**config.mk**
```make
export PLATFORM = sky130hd
export DESIGN_NAME = esc_fifo
export DESIGN_NICKNAME = d
export VERILOG_FILES = /design/src/esc_pkg.sv /design/src/esc_fifo.sv
export SDC_FILE = /design/constraint.sdc
export NUM_CORES = 1
export LEC_CHECK = 0
export ABC_AREA = 1
export BUFFER_PORTS_ARGS = -buffer_cell sky130_fd_sc_hd__buf_2
export CELL_PAD_IN_SITES_DETAIL_PLACEMENT = 0
export CELL_PAD_IN_SITES_GLOBAL_PLACEMENT = 1
export CORE_MARGIN = 1
export CORE_UTILIZATION = 40
export DETAILED_ROUTE_END_ITERATION = 10
export GPL_ROUTABILITY_DRIVEN = 0
export PLACE_DENSITY_LB_ADDON = 0.1
export SKIP_LAST_GASP = 1
export SLEW_MARGIN = 20
export SYNTH_ARGS = -nofsm -noshare
export SYNTH_HDL_FRONTEND = slang
export SYNTH_SLANG_ARGS = --single-unit
export TNS_END_PERCENT = 20
```
**constraint.sdc**
```tcl
create_clock -name i_clk -period 4.8 [get_ports i_clk]
set_input_delay 0.48 -clock i_clk [delete_from_list [all_inputs] [get_ports i_clk]]
set_output_delay 0.48 -clock i_clk [all_outputs]
set_load 0.05 [all_outputs]
```
**src/esc_pkg.sv**
```systemverilog
// esc_pkg: shared types, register indexes and field widths for the
// environmental sensor compensation block. No dependencies.
package esc_pkg;

    localparam int unsigned CfgIdxW  = 3;
    localparam int unsigned CfgDataW = 64;
    localparam int unsigned QDepth   = 4;

    typedef enum logic [CfgIdxW-1:0] {
        CFG_TEMP    = 3'd0,
        CFG_PRESS_A = 3'd1,
        CFG_PRESS_B = 3'd2,
        CFG_HUM_A   = 3'd3,
        CFG_HUM_B   = 3'd4
    } t_cfg_idx;

    // Back-part sequencer steps: M* pressure products, DIV* the division,
    // N* the pressure correction, H* the humidity products.
    typedef enum logic [4:0] {
        S_IDLE, S_M1, S_M2, S_M3, S_M4, S_M5, S_M6, S_M7, S_M8, S_DIV0, S_DIV,
        S_N1, S_N2, S_N3, S_N4, S_H1, S_H2, S_H3, S_H4, S_H5, S_H6, S_H7, S_H8,
        S_H9, S_OUT
    } t_seq;

    typedef struct packed {
        logic [15:0] raw_hum;
        logic [19:0] raw_press;
        logic [19:0] raw_temp;
    } t_in_req;

    typedef struct packed {
        logic [16:0]        hum_q10;
        logic               press_valid;
        logic [31:0]        press_q8;
        logic signed [15:0] temp_centi;
    } t_out_req;

    // Front-to-back request: the raw pressure and humidity codes plus the fine temperature.
    typedef struct packed {
        logic [31:0] t_fine;
        logic [19:0] raw_press;
        logic [15:0] raw_hum;
    } t_mid_req;

    typedef struct packed {
        logic [47:0] temp;
        logic [63:0] press_a;
        logic [63:0] press_b;
        logic [47:0] hum_a;
        logic [31:0] hum_b;
    } t_coeffs;

endpackage

```
**src/esc_fifo.sv**
```systemverilog
// esc_fifo: small request queue between the front and back parts.
// Depends on esc_pkg.
module esc_fifo #(
    parameter int unsigned Depth = esc_pkg::QDepth
) (
    input  logic              i_clk,
    input  logic              i_rst_n,
    input  logic              i_valid,
    output logic              o_ready,
    input  esc_pkg::t_mid_req i_req,
    output logic              o_valid,
    input  logic              i_ready,
    output esc_pkg::t_mid_req o_req
);
    localparam int unsigned AW = $clog2(Depth);
    esc_pkg::t_mid_req r_mem [Depth];
    logic [AW-1:0] r_wp, r_rp;
    logic [AW:0]   r_cnt;
    logic push, pop;

    assign o_ready = r_cnt != (AW+1)'(Depth);
    assign o_valid = r_cnt != '0;
    assign o_req   = r_mem[r_rp];
    assign push    = i_valid && o_ready;
    assign pop     = o_valid && i_ready;

    always_ff @(posedge i_clk) begin
        if (!i_rst_n) begin
            r_wp  <= '0;
            r_rp  <= '0;
            r_cnt <= '0;
        end else begin
            if (push) r_wp <= (r_wp == AW'(Depth-1)) ? '0 : r_wp + 1'b1;
            if (pop)  r_rp <= (r_rp == AW'(Depth-1)) ? '0 : r_rp + 1'b1;
            r_cnt <= r_cnt + (AW+1)'(push) - (AW+1)'(pop);
        end
        if (push) r_mem[r_wp] <= i_req;
    end
endmodule

```
==> run metrics <==
Synth Instances=between 700 and 800; first-pass GRT wire length=around 34 mm; Post-CTS Resized=0; grt ovf=0; skew final=between 10 and 15 ps; clock power share=a little over a quarter; final setup TNS=0 ps; Seq pwr share=around 37%; met3 WL=roughly 1.5 mm; Leak=~4.4 nW; Worst setup EP type=primary output; Final WS setup=roughly 1400 ps; Psw=0.00337 W; Max clock buf depth=3; IO Port Bufs=141; via count of the first global-routing pass=6,223; Starting Density=between 40% and 50%; Num CTS Buffers=30; Placed Area=between 10,000 and 15,000 sq um; Worst-Skew Late Latency=540 ps; Clock transition at path regs=~60 ps; Power Density=about 670 nW/um^2; CTS sink count=281; metal1 wirelength=10.1 mm; Slew @ Worst Pin=between 1000 and 1500 ps; # nets final=between 900 and 1,000; RR Startpoint=r_cnt[1]$_SDFF_PN0_; Synth Area in Simple Gates=6.05%; Hold Slack=153 ps; failing checks=design-rule violations; total iterations of the first detailed-routing run=8; standard-cell row count=59; drt wl/cell=18.8 um; Final Cycle Share=69.9%; Switching Share=39.9%; ANT nets after route=0; IO Count=142; Synth Area in XOR/XNOR=less than 1%; final core utilization=roughly half; critical path type=flop to primary output; DR iter-0 viols=~400; Mapped Area=~11,000 sq um; worst hold-check path type=primary input to flop; CP Launch Type=flop; Die Height=between 150 and 200 um; Syn. warnings=0; All-Layer GR Usage=roughly 17%; WP data arrival=roughly 2900 ps; Hold Path Origin=i_req[12]; Final Hold Fails=0; crit path max fanout=76; Internal=roughly 0.0051 W; post-CTS setup buffer count=0; syn nets=800; worst rel slew slack=between 20% and 30%; combinational share of power=between 30% and 40%; highest clock rate=298 MHz; CTS tree=yes; mux share of post-synthesis cell area=0%; status=complete, but fails checks; met2 WL=roughly 11 mm; Netlist cell types=23; DR vias=approximately 6,300; drt drc=8; largest net degree at the start of global routing=about 140; Seq/Total Area, Yosys=79.2%; final setup vio count=0; minimum clock period=between 3000 and 4000 ps; main combinational cell family by area after synthesis=compound AO/OA/AOI/OAI gates; Peak VDD IR=between 500 and 600 uV; Detailed Route WL=between 20 and 25 mm; Compound-Gate Fraction of Synth Area=a little over a tenth; initial antenna violation count=4; Mapped Avg Cell Area=14.6 sq um; Slew Limit Fails=0; DP HPWL=approximately 13 mm; ratio of cells with drive above 1 in the final layout=23.3%; dpl ws=around 1900 ps; final instance area=~13,000 sq um; die width=about 160 um; DR vias/cell=just over 5; H-Tree Depth=1; core area=roughly 26,000 sq um; unrepaired setup endpoints after global routing=false; P&R area growth vs syn=19.2%; uppermost routed layer=met5; Crit path required time=between 4000 and 5000 ps; Seq cells post-synth=approximately 280; Post-Synth Adder-Cell Area=under 10%; cts hold-fix bufs=0; CTS root buf=clkbuf_16; die area=27,000 sq um; max_cap viols=0
[cells in the final DEF, fill, tap and decap left out]
master / count
edfxtp_1: 272
nor2_1: 148
buf_2: 141
o21ai_0: 131
o22ai_1: 68
clkbuf_16: 31
inv_1: 12
nand2_1: 11
buf_4: 10
clkinv_2: 8
ha_1: 7
dfxtp_1: 7
o21ai_1: 5
clkbuf_1: 5
bufinv_16: 5
nor2_4: 4
clkinv_1: 4
nand3b_1: 2
buf_16: 2
diode_2: 1
inv_6: 1
inv_2: 1
a21boi_0: 1
or2_2: 1
nand3_1: 1
a21oi_1: 1
xnor2_1: 1
fa_1: 1
dfxtp_4: 1
dfxtp_2: 1
[sequential cells by signal (all words and copies together) (netlist names), named ones only]
signal	flops
r_cnt	3
r_mem	272
r_rp	2
r_wp	2
[metrics by stage]
| stage | power, W | instances |
|---|---|---|
| floorplan | 0.00547 | 720 |
| global placement | 0.00618 | 1163 |
| detailed placement | 0.00623 | 1164 |
| CTS | 0.00854 | 1217 |
| global route | 0.00882 | 1218 |
| finish | 0.00844 | 1219 |
[power groups by stage]
stage	clock (W)	sequential [W]	combinational, W
after floorplan	0	0.00314	0.00233
after global placement	0	0.00319	0.00300
after detailed placement	0	0.00320	0.00303
after CTS	0.00235	0.00315	0.00304
after global routing	0.00243	0.00317	0.00321
final	0.00230	0.00314	0.00300
[synthesized netlist by cell type, drive strengths merged]
library cell | instances | area share (%)
edfxtp | 272 | 77
nor2 | 152 | 5.4
o21ai | 136 | 6.5
o22ai | 68 | 4.0
buf | 22 | 1.6
clkbuf | 21 | 0.93
inv | 14 | 0.55
nand2 | 11 | 0.39
dfxtp | 9 | 1.7
ha | 7 | 0.83
nand3b | 2 | 0.14
a21boi | 1 | 0.071
a21oi | 1 | 0.047
fa | 1 | 0.19
nand3 | 1 | 0.047
or2 | 1 | 0.059
xnor2 | 1 | 0.083
[worst max-delay path: stages (launching register included)]
cell	delay, ps
dfxtp_4	850
buf_4	650
o21ai_0	190
o22ai_1	270
buf_2	320
[kinds of logic after synthesis]
| kind of cell | after synthesis |
|---|---|
| compound gates | 206 |
| xor+xnor | 1 |
| fa+ha+maj | 8 |
| buf+inv | 57 |
| flops | 281 |
| simple gates | 167 |
[layer usage]
| layer | vias to the layer above | GRT usage (%) |
|---|---|---|
| met4 | 6 | 4.12 |
| li1 | 2980 | - |
| met2 | 177 | 27.9 |
| met3 | 35 | 4.29 |
| met1 | 3094 | 22.0 |
| met5 | - | 0 |
[final cells by class]
class                           instances  area [sq um]
Fill cell                            2269         13400
Sequential cell                       281          8350
Multi-Input combinational cell        382          1900
Timing Repair Buffer                  153           836
Clock buffer                           36           795
Tap cell                              335           419
Clock inverter                         17           205
Inverter                               14          57.6
Antenna cell                            1          2.50
[worst paths after layout]
kind / end / slack [ps] / cells after the start
worst min register to register: flop / 520 / 2
worst max-delay path: o_req[13] / 1440 / 4
worst max register to register: r_mem[1][66]$_DFFE_PP_ / 2180 / 5
worst min-delay path: r_mem[3][12]$_DFFE_PP_ / 150 / 1
Power figures use the tool's default switching activity.
