===== src/esc_pkg.sv =====
// esc_pkg: shared types, register indexes and field widths for the
// environmental sensor compensation block. No dependencies.
package esc_pkg;

    localparam int unsigned CfgIdxW  = 3;
    localparam int unsigned CfgDataW = 64;
    localparam int unsigned QDepth   = 4;

    typedef enum logic [CfgIdxW-1:0] {
        CFG_TEMP    = 3'd0,
        CFG_PRESS_A = 3'd1,
        CFG_PRESS_B = 3'd2,
        CFG_HUM_A   = 3'd3,
        CFG_HUM_B   = 3'd4
    } t_cfg_idx;

    // Back-part sequencer steps: M* pressure products, DIV* the division,
    // N* the pressure correction, H* the humidity products.
    typedef enum logic [4:0] {
        S_IDLE, S_M1, S_M2, S_M3, S_M4, S_M5, S_M6, S_M7, S_M8, S_DIV0, S_DIV,
        S_N1, S_N2, S_N3, S_N4, S_H1, S_H2, S_H3, S_H4, S_H5, S_H6, S_H7, S_H8,
        S_H9, S_OUT
    } t_seq;

    typedef struct packed {
        logic [15:0] raw_hum;
        logic [19:0] raw_press;
        logic [19:0] raw_temp;
    } t_in_req;

    typedef struct packed {
        logic [16:0]        hum_q10;
        logic               press_valid;
        logic [31:0]        press_q8;
        logic signed [15:0] temp_centi;
    } t_out_req;

    // Front-to-back request: the raw pressure and humidity codes plus the fine temperature.
    typedef struct packed {
        logic [31:0] t_fine;
        logic [19:0] raw_press;
        logic [15:0] raw_hum;
    } t_mid_req;

    typedef struct packed {
        logic [47:0] temp;
        logic [63:0] press_a;
        logic [63:0] press_b;
        logic [47:0] hum_a;
        logic [31:0] hum_b;
    } t_coeffs;

endpackage


===== src/esc_front.sv =====
// esc_front: accepts raw measurement requests and forms the fine temperature
// in a short pipeline. Depends on esc_pkg.
module esc_front (
    input  logic                i_clk,
    input  logic                i_rst_n,
    input  logic                i_valid,
    output logic                o_ready,
    input  esc_pkg::t_in_req    i_req,
    input  logic [47:0]         i_temp_coeffs,
    output logic                o_valid,
    input  logic                i_ready,
    output esc_pkg::t_mid_req   o_req
);
    // Stage 1: products, stage 2: the last product and the sum.
    logic               r_v1, r_v2;
    logic [31:0]        r_p1, r_p2;
    logic [15:0]        r_hum1;
    logic [19:0]        r_press1;
    logic signed [31:0] r_t3;
    esc_pkg::t_mid_req  r_out;
    logic               adv2, adv1;

    logic [31:0] t1, t2, a, b, bb;
    assign t1 = {16'd0, i_temp_coeffs[15:0]};
    assign t2 = {{16{i_temp_coeffs[31]}}, i_temp_coeffs[31:16]};
    assign a  = {15'd0, i_req.raw_temp[19:3]} - (t1 << 1);
    assign b  = {16'd0, i_req.raw_temp[19:4]} - t1;
    assign bb = b * b;

    logic [31:0] v2;
    assign v2 = 32'($signed(32'($signed(r_p2) * r_t3)) >>> 14);

    assign adv2    = !r_v2 || i_ready;
    assign adv1    = !r_v1 || adv2;
    assign o_ready = adv1;
    assign o_valid = r_v2;
    assign o_req   = r_out;

    always_ff @(posedge i_clk) begin
        if (!i_rst_n) begin
            r_v1 <= 1'b0;
            r_v2 <= 1'b0;
        end else begin
            if (adv1) r_v1 <= i_valid;
            if (adv2) r_v2 <= r_v1;
        end
        if (adv1) begin
            r_p1     <= 32'($signed(32'(a * t2)) >>> 11);
            r_p2     <= 32'($signed(bb) >>> 12);
            r_t3     <= {{16{i_temp_coeffs[47]}}, i_temp_coeffs[47:32]};
            r_hum1   <= i_req.raw_hum;
            r_press1 <= i_req.raw_press;
        end
        if (adv2) begin
            r_out.t_fine    <= r_p1 + v2;
            r_out.raw_press <= r_press1;
            r_out.raw_hum   <= r_hum1;
        end
    end
endmodule


===== config.mk =====
export PLATFORM = sky130hd
export DESIGN_NAME = esc_front
export DESIGN_NICKNAME = d
export VERILOG_FILES = /design/src/esc_pkg.sv /design/src/esc_front.sv
export SDC_FILE = /design/constraint.sdc
export NUM_CORES = 2
export LEC_CHECK = 0
export ABC_AREA = 1
export BUFFER_PORTS_ARGS = -buffer_cell sky130_fd_sc_hd__buf_4
export CAP_MARGIN = 20
export CORE_UTILIZATION = 30
export DETAILED_ROUTE_END_ITERATION = 8
export GPL_ROUTABILITY_DRIVEN = 0
export SLEW_MARGIN = 20
export SYNTH_ARGS = -nofsm -noshare
export SYNTH_HDL_FRONTEND = slang
export SYNTH_SLANG_ARGS = --single-unit

===== constraint.sdc =====
create_clock -name i_clk -period 10.6 [get_ports i_clk]
set_clock_uncertainty 0.15 [all_clocks]
set_input_delay 2.12 -clock i_clk [delete_from_list [all_inputs] [get_ports i_clk]]
set_output_delay 2.12 -clock i_clk [all_outputs]
set_load 0.05 [all_outputs]

==> run metrics <==
status completed; R2R cell count 25; fin cells 6,181; Syn Nets 5,641; Total GRT Usage 15.9%; Hold Crit Endpoint o_req[5]$_DFFE_PP_; number of global-route vias before repair 30,600; initial antenna violation count 2; Area Overhead vs Synth 9.42%; TNS Setup 0 ns; clk sinks 153; largest net degree at the start of global routing 49; number of hold buffers added after cts 0; DRC violations left 0; Critical Path Source i_req[4]; period utilization 89.1%; reg2reg end o_req[54]$_DFFE_PP_; Starting Density 30.2%; dpl cell area 40,900 µm²; global-route wire length before repair 160,000 µm; crit-path max cell delay 0.56 ns; register area share after synthesis 12.1%; FMAX 0.106 GHz; YS warnings 0; H-tree depth 4; Post-DP HPWL 81,100 µm; Final Net Count 5,720; flop2flop setup slack 2.47 ns; Crit path required time 10.66 ns; # port buffers 174; Synth area leader fa_1; worst-margin pin slew 1.12 ns; Max-Cap Viols 0; post-synth top area share 43.3%; crit-path max FO 11; top post-synthesis cells by area fa_1 43%, inv_1 13%, edfxtp_1 12%, nand2_1 9.1%, ha_1 9.1%; CTS Buffer Depth 2; dpl cells 6,149; Final min period 9.45 ns; Slew headroom 25.6%; Slew Viols, Final 0; I/O pin total 178; clock root cell clkbuf_16; Hold Path Depth 0; Core Area 125,000 µm²; CP startpoint kind input port; HP Start r_hum1[5]$_DFFE_PP_; Finished Cell Area 41,500 µm²; post-synthesis register bit count 153; Hold Path Class flop to flop; clk_lat worst skew 0.45 ns; post-route ant nets 0; global route total overflow 0; Die W 357 µm; synthesized area 37,900 µm²; postcts setup bufs 0; cells after synthesis 4,439; Fill cells 13,100; die area 128,000 µm²; Distinct cells, synth 52; CTS tree built; Reg clk slew, reported paths 0.08 ns; layout cell share with drive strength beyond 1 6.51%; row cnt 130; Critical-path top delay cell fa_1; final setup fails 0; Post-Syn Area per Cell 8.54 µm²; Ant. Diodes 0; WS Path Type input port to flop; 1st-pass router iterations 5; Final Hold Fails 0; CTS Buf Count 17; final wirelength 98,000 µm; via count 28,100; Die Height 357 µm; crit path DAT 9.51 ns; RSZ-0062 raised after global routing false; Starting DRT DRC Count 1,653; WL per Instance 15.9 µm; Util after Layout 33.1%; via-per-instance ratio 4.54; nature of the critical path endpoint flop; cts repair resizes 0; r2r startpoint r_t3[7]$_DFFE_PP_
-- synth_stat cells (all sizes together) --
cell    number
o21ai       67
clkbuf      97
nand3       76
or2         16
nor2       321
ha         275
fa         819
xor2        67
nor3        12
nand4       16
a221oi       2
inv       1278
and3         2
o211a        1
a21boi       4
o221ai       2
a31oi       10
o21bai      18
dfxtp        2
edfxtp     151
o21a         4
o31ai        2
a21oi      138
nand3b       8
o22ai        1
a211oi       4
buf         50
xnor2       36
a21o        12
o221a        2
nor4         8
a31o         2
clkinv       3
o211ai       3
nand2      930
-- worst max-delay path by stage --
stage | endpoint | slack, ns | cells after the start
finish | r_p2[15]$_DFFE_PP_ | 1.15 | 33
global placement | r_p1[13]$_DFFE_PP_ | 0.84 | 33
floorplan | r_p1[13]$_DFFE_PP_ | 1.84 | 34
global route | r_p1[20]$_DFFE_PP_ | 0.62 | 35
detailed placement | r_p1[20]$_DFFE_PP_ | 0.80 | 35
CTS | r_p1[13]$_DFFE_PP_ | 1.25 | 33
-- layer usage --
metal / global-route usage, % / wire length [µm]
met5: 0 / 0
met4: 4.19 / 2160
met3: 1.95 / 5640
met2: 28.1 / 48900
met1: 20.5 / 41300
-- per-stage QoR --
| stage | hold slack (ns) | setup WS (ns) |
|---|---|---|
| floorplan | 0.250 | 1.84 |
| global placement | 0.251 | 0.836 |
| detailed placement | 0.255 | 0.795 |
| CTS | 0.266 | 1.25 |
| global route | 0.273 | 0.618 |
| finish | 0.263 | 1.15 |
-- worst max-delay path, delay by kind of cell --
kind / cells / cell delay, ns
AO/OA/AOI/OAI: 2 / 0.23
XOR/XNOR: 1 / 0.34
AND/OR/NAND/NOR: 14 / 1.96
buffers and inverters: 7 / 0.80
adder cells (fa/ha/maj): 9 / 4.05
-- placed cells by master, fill, tap and decap left out, types with 4 or more instances in the layout --
cell type	count
xnor2_1	35
nor2_2	7
or2_2	14
nor2_1	314
o21ai_0	62
fa_1	819
a31oi_1	10
buf_4	207
nand2_1	918
xor2_1	64
nor3_1	12
a211oi_1	4
o21a_1	4
inv_1	1271
inv_2	7
clkbuf_16	17
o21bai_1	15
nand3b_1	8
o21ai_1	4
a21oi_1	136
nor4_1	8
a21o_1	12
edfxtp_1	151
ha_1	275
nand2_2	11
nand3_1	75
inv_6	4
nand4_1	15
-- area by class of cell --
cell class                 count  area [µm²]  share of cell area [%]
clock inverter                14         154                   0.371
inverter                    1281        4810                    11.6
tap                         1650        2060                    4.98
sequential                   153        4570                    11.0
multi-input combinational   2858       27900                    67.2
timing repair buffer         207        1550                    3.75
clock buffer                  18         429                    1.04
-- state kept, by name, summed over array words and instances (netlist names) --
name	flops
o_req	58
r_t3	16
r_hum1	16
r_p1	21
r_press1	20
o_valid	1
r_p2	20
r_v1	1
-- cell families (layout without fill, tap and decap cells) --
logic type | count (synthesis) | after routing | synth area share, %
compound gates | 272 | 272 | 4.15
flops | 153 | 153 | 12.1
xor+xnor | 103 | 103 | 2.44
buf+inv | 1428 | 1520 | 14.4
simple gates | 1389 | 1389 | 14.6
fa+ha+maj | 1094 | 1094 | 52.4
Power is not shown: default switching activity piles up to over one toggle a cycle in this logic, so the estimate is an artifact.
